<file path="config.mk">
export PLATFORM = sky130hd
export DESIGN_NAME = euclidean_distance_engine
export DESIGN_NICKNAME = d
export VERILOG_FILES = /design/src/edd_pkg.sv /design/src/edd_queue.sv /design/src/edd_front.sv /design/src/edd_back.sv /design/src/euclidean_distance_engine.sv
export SDC_FILE = /design/constraint.sdc
export NUM_CORES = 2
export LEC_CHECK = 0
export BUFFER_PORTS_ARGS = -buffer_cell sky130_fd_sc_hd__buf_2
export CORE_MARGIN = 8
export CORE_UTILIZATION = 25
export CTS_CLUSTER_SIZE = 10
export DETAILED_ROUTE_END_ITERATION = 8
export PLACE_DENSITY = 0.5
export RECOVER_POWER = 50
export SETUP_SLACK_MARGIN = 0.1
export SLEW_MARGIN = 20
export SYNTH_ARGS = -nofsm -noshare
export SYNTH_HDL_FRONTEND = slang
export SYNTH_HIERARCHICAL = 1
export SYNTH_SLANG_ARGS = --single-unit
</file>
<file path="constraint.sdc">
create_clock -name aclk -period 13.9 [get_ports aclk]
set_clock_uncertainty 0.2 [all_clocks]
set_input_delay 2.085 -clock aclk [delete_from_list [all_inputs] [get_ports aclk]]
set_output_delay 2.085 -clock aclk [all_outputs]
set_load 0.1 [all_outputs]
</file>
<file path="src/edd_pkg.sv">
package edd_pkg;

    localparam int COMPONENT_WIDTH_DEF = 16;
    localparam int MAX_DIMENSIONS      = 1024;
    localparam int SUM_W               = 48;
    localparam int CFG_ADDR_W          = 2;
    localparam int CFG_DATA_W          = 11;
    localparam int CNT_W               = CFG_DATA_W + 1;
    localparam int QUEUE_DEPTH         = 4;
    localparam int ROOT_STEPS          = SUM_W / 2;

    localparam logic [SUM_W-1:0] SUM_MAX = {SUM_W{1'b1}};

    localparam logic [CFG_ADDR_W-1:0] REG_DIMENSION_COUNT = 2'd0;
    localparam logic [CFG_ADDR_W-1:0] REG_TAKE_ROOT       = 2'd1;

    typedef struct packed {
        logic [CFG_DATA_W-1:0] dimension_count;
        logic                  take_root;
    } edd_cfg_t;

endpackage

</file>
<file path="src/edd_queue.sv">
module edd_queue
    import edd_pkg::*;
#(
    parameter int WIDTH = 18,
    parameter int DEPTH = QUEUE_DEPTH
) (
    input  logic             aclk,
    input  logic             aresetn,
    input  logic             push,
    input  logic [WIDTH-1:0] push_data,
    output logic             full,
    input  logic             pop,
    output logic             not_empty,
    output logic [WIDTH-1:0] pop_data
);

    localparam int PTR_W = (DEPTH > 1) ? $clog2(DEPTH) : 1;
    localparam int CNT_Q = $clog2(DEPTH + 1);
    localparam logic [PTR_W-1:0] LAST_PTR = PTR_W'(DEPTH - 1);
    localparam logic [CNT_Q-1:0] FULL_CNT = CNT_Q'(DEPTH);

    logic [WIDTH-1:0] entry_reg [DEPTH];
    logic [PTR_W-1:0] wr_ptr_reg;
    logic [PTR_W-1:0] rd_ptr_reg;
    logic [CNT_Q-1:0] count_reg;
    logic             do_push;
    logic             do_pop;

    assign full      = (count_reg == FULL_CNT);
    assign not_empty = (count_reg != '0);
    assign pop_data  = entry_reg[rd_ptr_reg];
    assign do_push   = push && !full;
    assign do_pop    = pop && not_empty;

    always_ff @(posedge aclk) begin
        if (!aresetn) begin
            wr_ptr_reg <= '0;
            rd_ptr_reg <= '0;
            count_reg  <= '0;
        end else begin
            if (do_push) begin
                wr_ptr_reg <= (wr_ptr_reg == LAST_PTR) ? '0 : wr_ptr_reg + 1'b1;
            end
            if (do_pop) begin
                rd_ptr_reg <= (rd_ptr_reg == LAST_PTR) ? '0 : rd_ptr_reg + 1'b1;
            end
            if (do_push && !do_pop) begin
                count_reg <= count_reg + 1'b1;
            end else if (do_pop && !do_push) begin
                count_reg <= count_reg - 1'b1;
            end
        end
    end

    always_ff @(posedge aclk) begin
        if (do_push) begin
            entry_reg[wr_ptr_reg] <= push_data;
        end
    end

endmodule

</file>
<file path="src/edd_front.sv">
module edd_front
    import edd_pkg::*;
#(
    parameter int COMPONENT_WIDTH = COMPONENT_WIDTH_DEF,
    parameter int S_TDATA_W       = ((2 * COMPONENT_WIDTH + 7) / 8) * 8
) (
    input  logic                     aclk,
    input  logic                     aresetn,
    input  edd_cfg_t                 cfg,
    input  logic                     s_tvalid,
    output logic                     s_tready,
    input  logic [S_TDATA_W-1:0]     s_tdata,
    input  logic                     q_full,
    output logic                     q_push,
    output logic [COMPONENT_WIDTH+1:0] q_data
);

    localparam int CW = COMPONENT_WIDTH;
    localparam logic [CNT_W-1:0] MAX_CNT = CNT_W'(MAX_DIMENSIONS);

    logic [CW-1:0]         a_raw;
    logic [CW-1:0]         b_raw;
    logic [CW:0]           diff;
    logic [CW:0]           mag;
    logic [CNT_W-1:0]      dim;
    logic [CNT_W-1:0]      eff_count;
    logic [CNT_W-1:0]      taken;
    logic                  last;
    logic [CFG_DATA_W-1:0] index_reg;

    assign a_raw = s_tdata[CW-1:0];
    assign b_raw = s_tdata[2*CW-1:CW];
    assign diff  = {a_raw[CW-1], a_raw} - {b_raw[CW-1], b_raw};
    assign mag   = diff[CW] ? (~diff + 1'b1) : diff;

    assign dim   = {1'b0, cfg.dimension_count};
    always_comb begin
        if (dim == '0) begin
            eff_count = CNT_W'(1);
        end else if (dim > MAX_CNT) begin
            eff_count = MAX_CNT;
        end else begin
            eff_count = dim;
        end
    end

    assign taken    = {1'b0, index_reg} + 1'b1;
    assign last     = (taken >= eff_count);
    assign s_tready = !q_full;
    assign q_push   = s_tvalid && s_tready;
    assign q_data   = {last, mag};

    always_ff @(posedge aclk) begin
        if (!aresetn) begin
            index_reg <= '0;
        end else if (q_push) begin
            index_reg <= last ? '0 : taken[CFG_DATA_W-1:0];
        end
    end

endmodule

</file>
<file path="src/edd_back.sv">
module edd_back
    import edd_pkg::*;
#(
    parameter int COMPONENT_WIDTH = COMPONENT_WIDTH_DEF
) (
    input  logic                       aclk,
    input  logic                       aresetn,
    input  edd_cfg_t                   cfg,
    input  logic                       q_not_empty,
    input  logic [COMPONENT_WIDTH+1:0] q_data,
    output logic                       q_pop,
    output logic                       m_tvalid,
    input  logic                       m_tready,
    output logic [SUM_W-1:0]           m_tdata,
    output logic                       m_tuser
);

    localparam int MAG_W = COMPONENT_WIDTH + 1;
    localparam int SQ_W  = 2 * MAG_W;
    localparam int ACC_W = ((SQ_W > SUM_W) ? SQ_W : SUM_W) + 1;
    localparam logic [SUM_W-1:0] ROOT_FIRST_BIT = SUM_W'(1) << (2 * ROOT_STEPS - 2);

    logic [MAG_W-1:0] q_mag;
    logic             q_last;

    logic             sq_valid_reg;
    logic             sq_last_reg;
    logic [SQ_W-1:0]  sq_reg;

    logic [SUM_W-1:0] sum_reg;
    logic             sat_reg;

    logic             rooting_reg;
    logic             root_ovf_reg;
    logic [SUM_W-1:0] x_reg;
    logic [SUM_W-1:0] root_reg;
    logic [SUM_W-1:0] bit_reg;

    logic             out_valid_reg;
    logic             out_ovf_reg;
    logic [SUM_W-1:0] out_dist_reg;

    logic             out_free;
    logic             sq_adv;
    logic             root_done;
    logic             root_load;
    logic             finish_direct;
    logic             finish_root;
    logic [ACC_W-1:0] acc;
    logic             sat_now;
    logic [SUM_W-1:0] sum_next;
    logic             ovf_next;
    logic [SUM_W-1:0] trial;
    logic             fits;

    assign q_mag  = q_data[MAG_W-1:0];
    assign q_last = q_data[MAG_W];

    assign out_free      = !out_valid_reg || m_tready;
    assign sq_adv        = sq_valid_reg && (!sq_last_reg || (!rooting_reg && out_free));
    assign q_pop         = q_not_empty && (!sq_valid_reg || sq_adv);
    assign root_done     = rooting_reg && (bit_reg == '0);
    assign root_load     = root_done && out_free;
    assign finish_direct = sq_adv && sq_last_reg && !cfg.take_root;
    assign finish_root   = sq_adv && sq_last_reg && cfg.take_root;

    assign acc      = ACC_W'(sum_reg) + ACC_W'(sq_reg);
    assign sat_now  = (acc > ACC_W'(SUM_MAX));
    assign sum_next = sat_now ? SUM_MAX : acc[SUM_W-1:0];
    assign ovf_next = sat_reg || sat_now;

    assign trial = root_reg + bit_reg;
    assign fits  = (x_reg >= trial);

    assign m_tvalid = out_valid_reg;
    assign m_tdata  = out_dist_reg;
    assign m_tuser  = out_ovf_reg;

    always_ff @(posedge aclk) begin
        if (!aresetn) begin
            sq_valid_reg  <= 1'b0;
            sum_reg       <= '0;
            sat_reg       <= 1'b0;
            rooting_reg   <= 1'b0;
            out_valid_reg <= 1'b0;
        end else begin
            if (q_pop) begin
                sq_valid_reg <= 1'b1;
            end else if (sq_adv) begin
                sq_valid_reg <= 1'b0;
            end

            if (sq_adv) begin
                if (sq_last_reg) begin
                    sum_reg <= '0;
                    sat_reg <= 1'b0;
                end else begin
                    sum_reg <= sum_next;
                    sat_reg <= ovf_next;
                end
            end

            if (finish_root) begin
                rooting_reg <= 1'b1;
            end else if (root_load) begin
                rooting_reg <= 1'b0;
            end

            if (finish_direct || root_load) begin
                out_valid_reg <= 1'b1;
            end else if (m_tready) begin
                out_valid_reg <= 1'b0;
            end
        end
    end

    always_ff @(posedge aclk) begin
        if (q_pop) begin
            sq_reg      <= q_mag * q_mag;
            sq_last_reg <= q_last;
        end

        if (finish_root) begin
            x_reg        <= sum_next;
            root_reg     <= '0;
            bit_reg      <= ROOT_FIRST_BIT;
            root_ovf_reg <= ovf_next;
        end else if (rooting_reg && !root_done) begin
            if (fits) begin
                x_reg    <= x_reg - trial;
                root_reg <= (root_reg >> 1) + bit_reg;
            end else begin
                root_reg <= root_reg >> 1;
            end
            bit_reg <= bit_reg >> 2;
        end

        if (finish_direct) begin
            out_dist_reg <= sum_next;
            out_ovf_reg  <= ovf_next;
        end else if (root_load) begin
            out_dist_reg <= root_reg;
            out_ovf_reg  <= root_ovf_reg;
        end
    end

endmodule

</file>
<file path="src/euclidean_distance_engine.sv">
// Path: a word is registered in the queue, then squared into sq_reg; a vector's last word
// yields the registered squared distance, or its root via 24 two-bit root-unit steps.
// Throughput: one word per cycle while the queue has room; a final word waits while the
// previous root is still in the root unit or the previous result is not yet taken.
// Reset: synchronous, active low; clears queue, sum, count and result; dimension_count
// and take_root return to 1.
module euclidean_distance_engine
    import edd_pkg::*;
#(
    parameter int COMPONENT_WIDTH = COMPONENT_WIDTH_DEF,
    parameter int S_TDATA_W       = ((2 * COMPONENT_WIDTH + 7) / 8) * 8
) (
    input  logic                  aclk,
    input  logic                  aresetn,
    input  logic                  cfg_we,
    input  logic [CFG_ADDR_W-1:0] cfg_addr,
    input  logic [CFG_DATA_W-1:0] cfg_wdata,
    input  logic                  s_tvalid,
    output logic                  s_tready,
    input  logic [S_TDATA_W-1:0]  s_tdata,   // component_a, component_b, zero pad
    output logic                  m_tvalid,
    input  logic                  m_tready,
    output logic [SUM_W-1:0]      m_tdata,   // distance
    output logic                  m_tuser    // overflowed
);

    localparam int Q_W = COMPONENT_WIDTH + 2;

    logic [CFG_DATA_W-1:0] dim_count_reg;
    logic                  take_root_reg;
    edd_cfg_t              cfg;

    logic           q_full;
    logic           q_push;
    logic [Q_W-1:0] q_push_data;
    logic           q_pop;
    logic           q_not_empty;
    logic [Q_W-1:0] q_pop_data;

    assign cfg.dimension_count = dim_count_reg;
    assign cfg.take_root       = take_root_reg;

    always_ff @(posedge aclk) begin
        if (!aresetn) begin
            dim_count_reg <= CFG_DATA_W'(1);
            take_root_reg <= 1'b1;
        end else if (cfg_we) begin
            unique case (cfg_addr)
                REG_DIMENSION_COUNT: dim_count_reg <= cfg_wdata;
                REG_TAKE_ROOT:       take_root_reg <= cfg_wdata[0];
                default: ;
            endcase
        end
    end

    edd_front #(
        .COMPONENT_WIDTH (COMPONENT_WIDTH),
        .S_TDATA_W       (S_TDATA_W)
    ) u_front (
        .aclk     (aclk),
        .aresetn  (aresetn),
        .cfg      (cfg),
        .s_tvalid (s_tvalid),
        .s_tready (s_tready),
        .s_tdata  (s_tdata),
        .q_full   (q_full),
        .q_push   (q_push),
        .q_data   (q_push_data)
    );

    edd_queue #(
        .WIDTH (Q_W),
        .DEPTH (QUEUE_DEPTH)
    ) u_queue (
        .aclk      (aclk),
        .aresetn   (aresetn),
        .push      (q_push),
        .push_data (q_push_data),
        .full      (q_full),
        .pop       (q_pop),
        .not_empty (q_not_empty),
        .pop_data  (q_pop_data)
    );

    edd_back #(
        .COMPONENT_WIDTH (COMPONENT_WIDTH)
    ) u_back (
        .aclk        (aclk),
        .aresetn     (aresetn),
        .cfg         (cfg),
        .q_not_empty (q_not_empty),
        .q_data      (q_pop_data),
        .q_pop       (q_pop),
        .m_tvalid    (m_tvalid),
        .m_tready    (m_tready),
        .m_tdata     (m_tdata),
        .m_tuser     (m_tuser)
    );

endmodule

</file>
==> impl_metrics.json <==
{
  "use_met2_pct": 19.2,
  "antenna_found_initial": 2,
  "die_area_um2": 140000,
  "yosysUniqueCellTypes": 99,
  "cts_resized": 0,
  "placed_cell_area_um2": 34200,
  "critical_path_class": "reg -> reg",
  "cp-end-kind": "register",
  "start_util_pct": 25.2,
  "crit_required_ns": 14.06,
  "synth_area_um2": 32100,
  "postCtsSetupBuffers": 0,
  "largest_register_ff_count": 72,
  "busiest_layer": "met2",
  "track_usage_pct": 11.8,
  "port_buffers": 100,
  "wirelength_mm": 85.2,
  "area.growth.synth_to_final_pct": 10.7,
  "cts_root_buffer": "clkbuf_16",
  "setup_viol": 0,
  "cts_buffers": 48,
  "viasPerCell": 4.71,
  "cts_max_level": 2,
  "dp.cells": 5181,
  "num-nets-final": 4091,
  "grt_pass1_vias": 25100,
  "use_met3_pct": 1.58,
  "worst_slack_ns": 5.10,
  "hpwl_mm": 65.0,
  "crit_family": "adder cells",
  "synth_cells": 3564,
  "fmax_ghz": 0.114,
  "syn-mean-instance-area_um2": 9.01,
  "pin_count": 101,
  "maxSlewHeadroom_pct": -158,
  "violations": "capacitance limit, slew limit",
  "timing.setup.tns_ns": 0,
  "cp_num_buf_inv": 6,
  "grt_use_met1_pct": 16.4,
  "final_layout_size_suffix_gt1_share_pct": 5.46,
  "vias": 24800,
  "fillCellCount": 13700,
  "grt_max_degree": 84,
  "fp.coreArea_um2": 128000,
  "insertion_delay_ns": 0.62,
  "yosys_warnings": 6,
  "final_area_um2": 35600,
  "rsz0062_at_grt": "false",
  "start_kind": "register",
  "worstMarginPinSlew_ns": 3.87,
  "drt_iter0_drc": 1238,
  "cpMostUsedCell": "fa_1",
  "hold_buffers": 0,
  "slowest_delay_ns": 1.00,
  "drv_cap": 8,
  "status": "finished with violations",
  "place_ws_ns": 5.39,
  "clkSlewWorstSetupHoldPaths_ns": 0.05,
  "crit_path_max_fanout": 18,
  "synthesis.nets": 4086,
  "hold_viol_final": 0,
  "min_path_type": "reg -> reg",
  "maxSlewViolCount": 386,
  "ys_ff_latch": 360,
  "grt_pass1_wl_mm": 137,
  "row_count": 131,
  "async_reset_ff_share_pct": 0,
  "cts.sinks": 360,
  "gp_congestion": 0.844,
  "period_needed_ns": 8.80,
  "clockBufferDepth": 3,
  "fin_cells": 5274,
  "cp.arrival_ns": 8.96,
  "cp_slowest_cell": "mux4_1",
  "synth_ff_type": "edfxtp_1",
  "drc_errors": 0,
  "grt_remaining_overflow": 0,
  "cts_tree": "built",
  "die_y_um": 374,
  "ant_nets": 0,
  "synth_edf_count": 204,
  "ys_seq_area_share_pct": 28.8,
  "die_w_um": 374,
  "min_from": "u_back/sat_reg",
  "fin_crit_sh_pct": 63.3,
  "wl_per_cell_um": 16.2,
  "first_pass_iters": 7
}
-- metal layers --
metal	vias up	share of wire, %
met5	-	0.015
met4	2	2.8
met3	112	3.7
met2	429	45
met1	11900	49
li1	12400	-
-- placed cells by master (no fill, tap or decap), types with 9 or more instances in the layout --
master	n
nand2_1	403
inv_1	367
ha_1	277
a21oi_1	230
nor2_1	217
o21ai_0	216
edfxtp_1	204
fa_1	195
dfxtp_1	156
xnor2_1	156
clkbuf_1	81
a21o_1	81
and2_1	78
xor2_1	73
nand3_1	68
a31oi_1	61
clkbuf_16	49
buf_2	47
nor3_1	47
mux2i_1	43
nor2b_1	42
nand4_1	35
o21a_1	32
and3_1	30
a211oi_1	29
and2_0	26
o21bai_1	24
nand2b_1	21
nor4_1	20
o31ai_1	17
o21ai_1	16
a31o_2	13
o211ai_1	12
o22ai_1	10
mux4_2	10
clkinv_2	9
a21boi_0	9
a32o_1	9
buf_4	9
-- Yosys cell counts, types with 29 or more instances --
master	instances	area share [%]
and3_1	30	0.58
nor2b_1	43	0.84
ha_1	277	11
buf_2	32	0.50
a21oi_1	230	3.6
o21ai_0	209	3.3
edfxtp_1	204	19
inv_1	367	4.3
and2_1	103	2.0
a21o_1	81	1.9
dfxtp_1	156	9.7
o21a_1	33	0.77
nor3_1	47	0.73
nand3_1	69	1.1
nor2_1	217	2.5
nand4_1	35	0.68
mux2i_1	43	1.3
xnor2_1	156	4.3
clkbuf_1	114	1.3
a31oi_1	60	1.2
fa_1	195	12
xor2_1	73	2.0
nand2_1	404	4.7
a211oi_1	29	0.68
-- stage by stage --
stage | utilization (%) | hold WS (ns)
3_3_place_gp | 26.8 | 0.250
3_5_place_dp | 26.8 | 0.259
2_1_floorplan | - | 0.228
5_1_grt | 27.9 | 0.282
4_1_cts | 28.0 | 0.273
6_report | 27.9 | 0.268
-- worst register-to-register path, cell delays in order (launching register included) --
cell,delay [ns]
dfxtp_1,0.61
clkbuf_1,0.62
mux4_1,1.01
nand2_1,0.26
inv_1,0.09
fa_1,0.55
inv_1,0.05
fa_1,0.48
fa_1,0.52
inv_1,0.05
fa_1,0.46
fa_1,0.54
inv_1,0.05
fa_1,0.52
inv_1,0.04
ha_1,0.35
a211o_1,0.33
a21oi_1,0.31
o21a_1,0.18
a31o_2,0.14
o21ai_1,0.11
a221o_1,0.38
a41o_1,0.28
o21ai_0,0.13
o21ai_0,0.17
xnor2_1,0.16
-- path summary, 6_finish.rpt --
kind / slack (ns) / to / cells after the start
setup / recovery: 5.10 / u_back/sq_reg[33] / 25
hold / removal: 0.27 / u_back/sat_reg / 2
setup reg to reg: 5.10 / u_back/sq_reg[33] / 25
hold reg to reg: 0.27 / u_back/sat_reg / 2
-- cells by family (layout without fill, tap and decap cells) --
family / Yosys count / after routing / share of synthesized area [%]
simple gates: 1049 / 1049 / 15.6
compound gates: 858 / 858 / 17.1
buf+inv: 532 / 577 / 6.55
fa+ha+maj: 472 / 472 / 22.9
flops: 360 / 360 / 28.8
xor+xnor: 229 / 229 / 6.24
mux: 64 / 64 / 2.80
other cells: 0 / 3 / 0
-- final cells by class --
type                            count  area, um2  share of cell area [%]
Multi-Input combinational cell   2672      20800                    58.4
Antenna cell                        3       7.51                  0.0211
Inverter                          368       1380                    3.88
Timing Repair Buffer              119        539                    1.52
Tap cell                         1662       2080                    5.85
Clock buffer                       74       1390                    3.91
Clock inverter                     16        149                   0.419
Sequential cell                   360       9250                    26.0
Power is left out: the tool's default activity adds up to more than one toggle a clock period on the data nets, which glitch-free logic cannot reach.
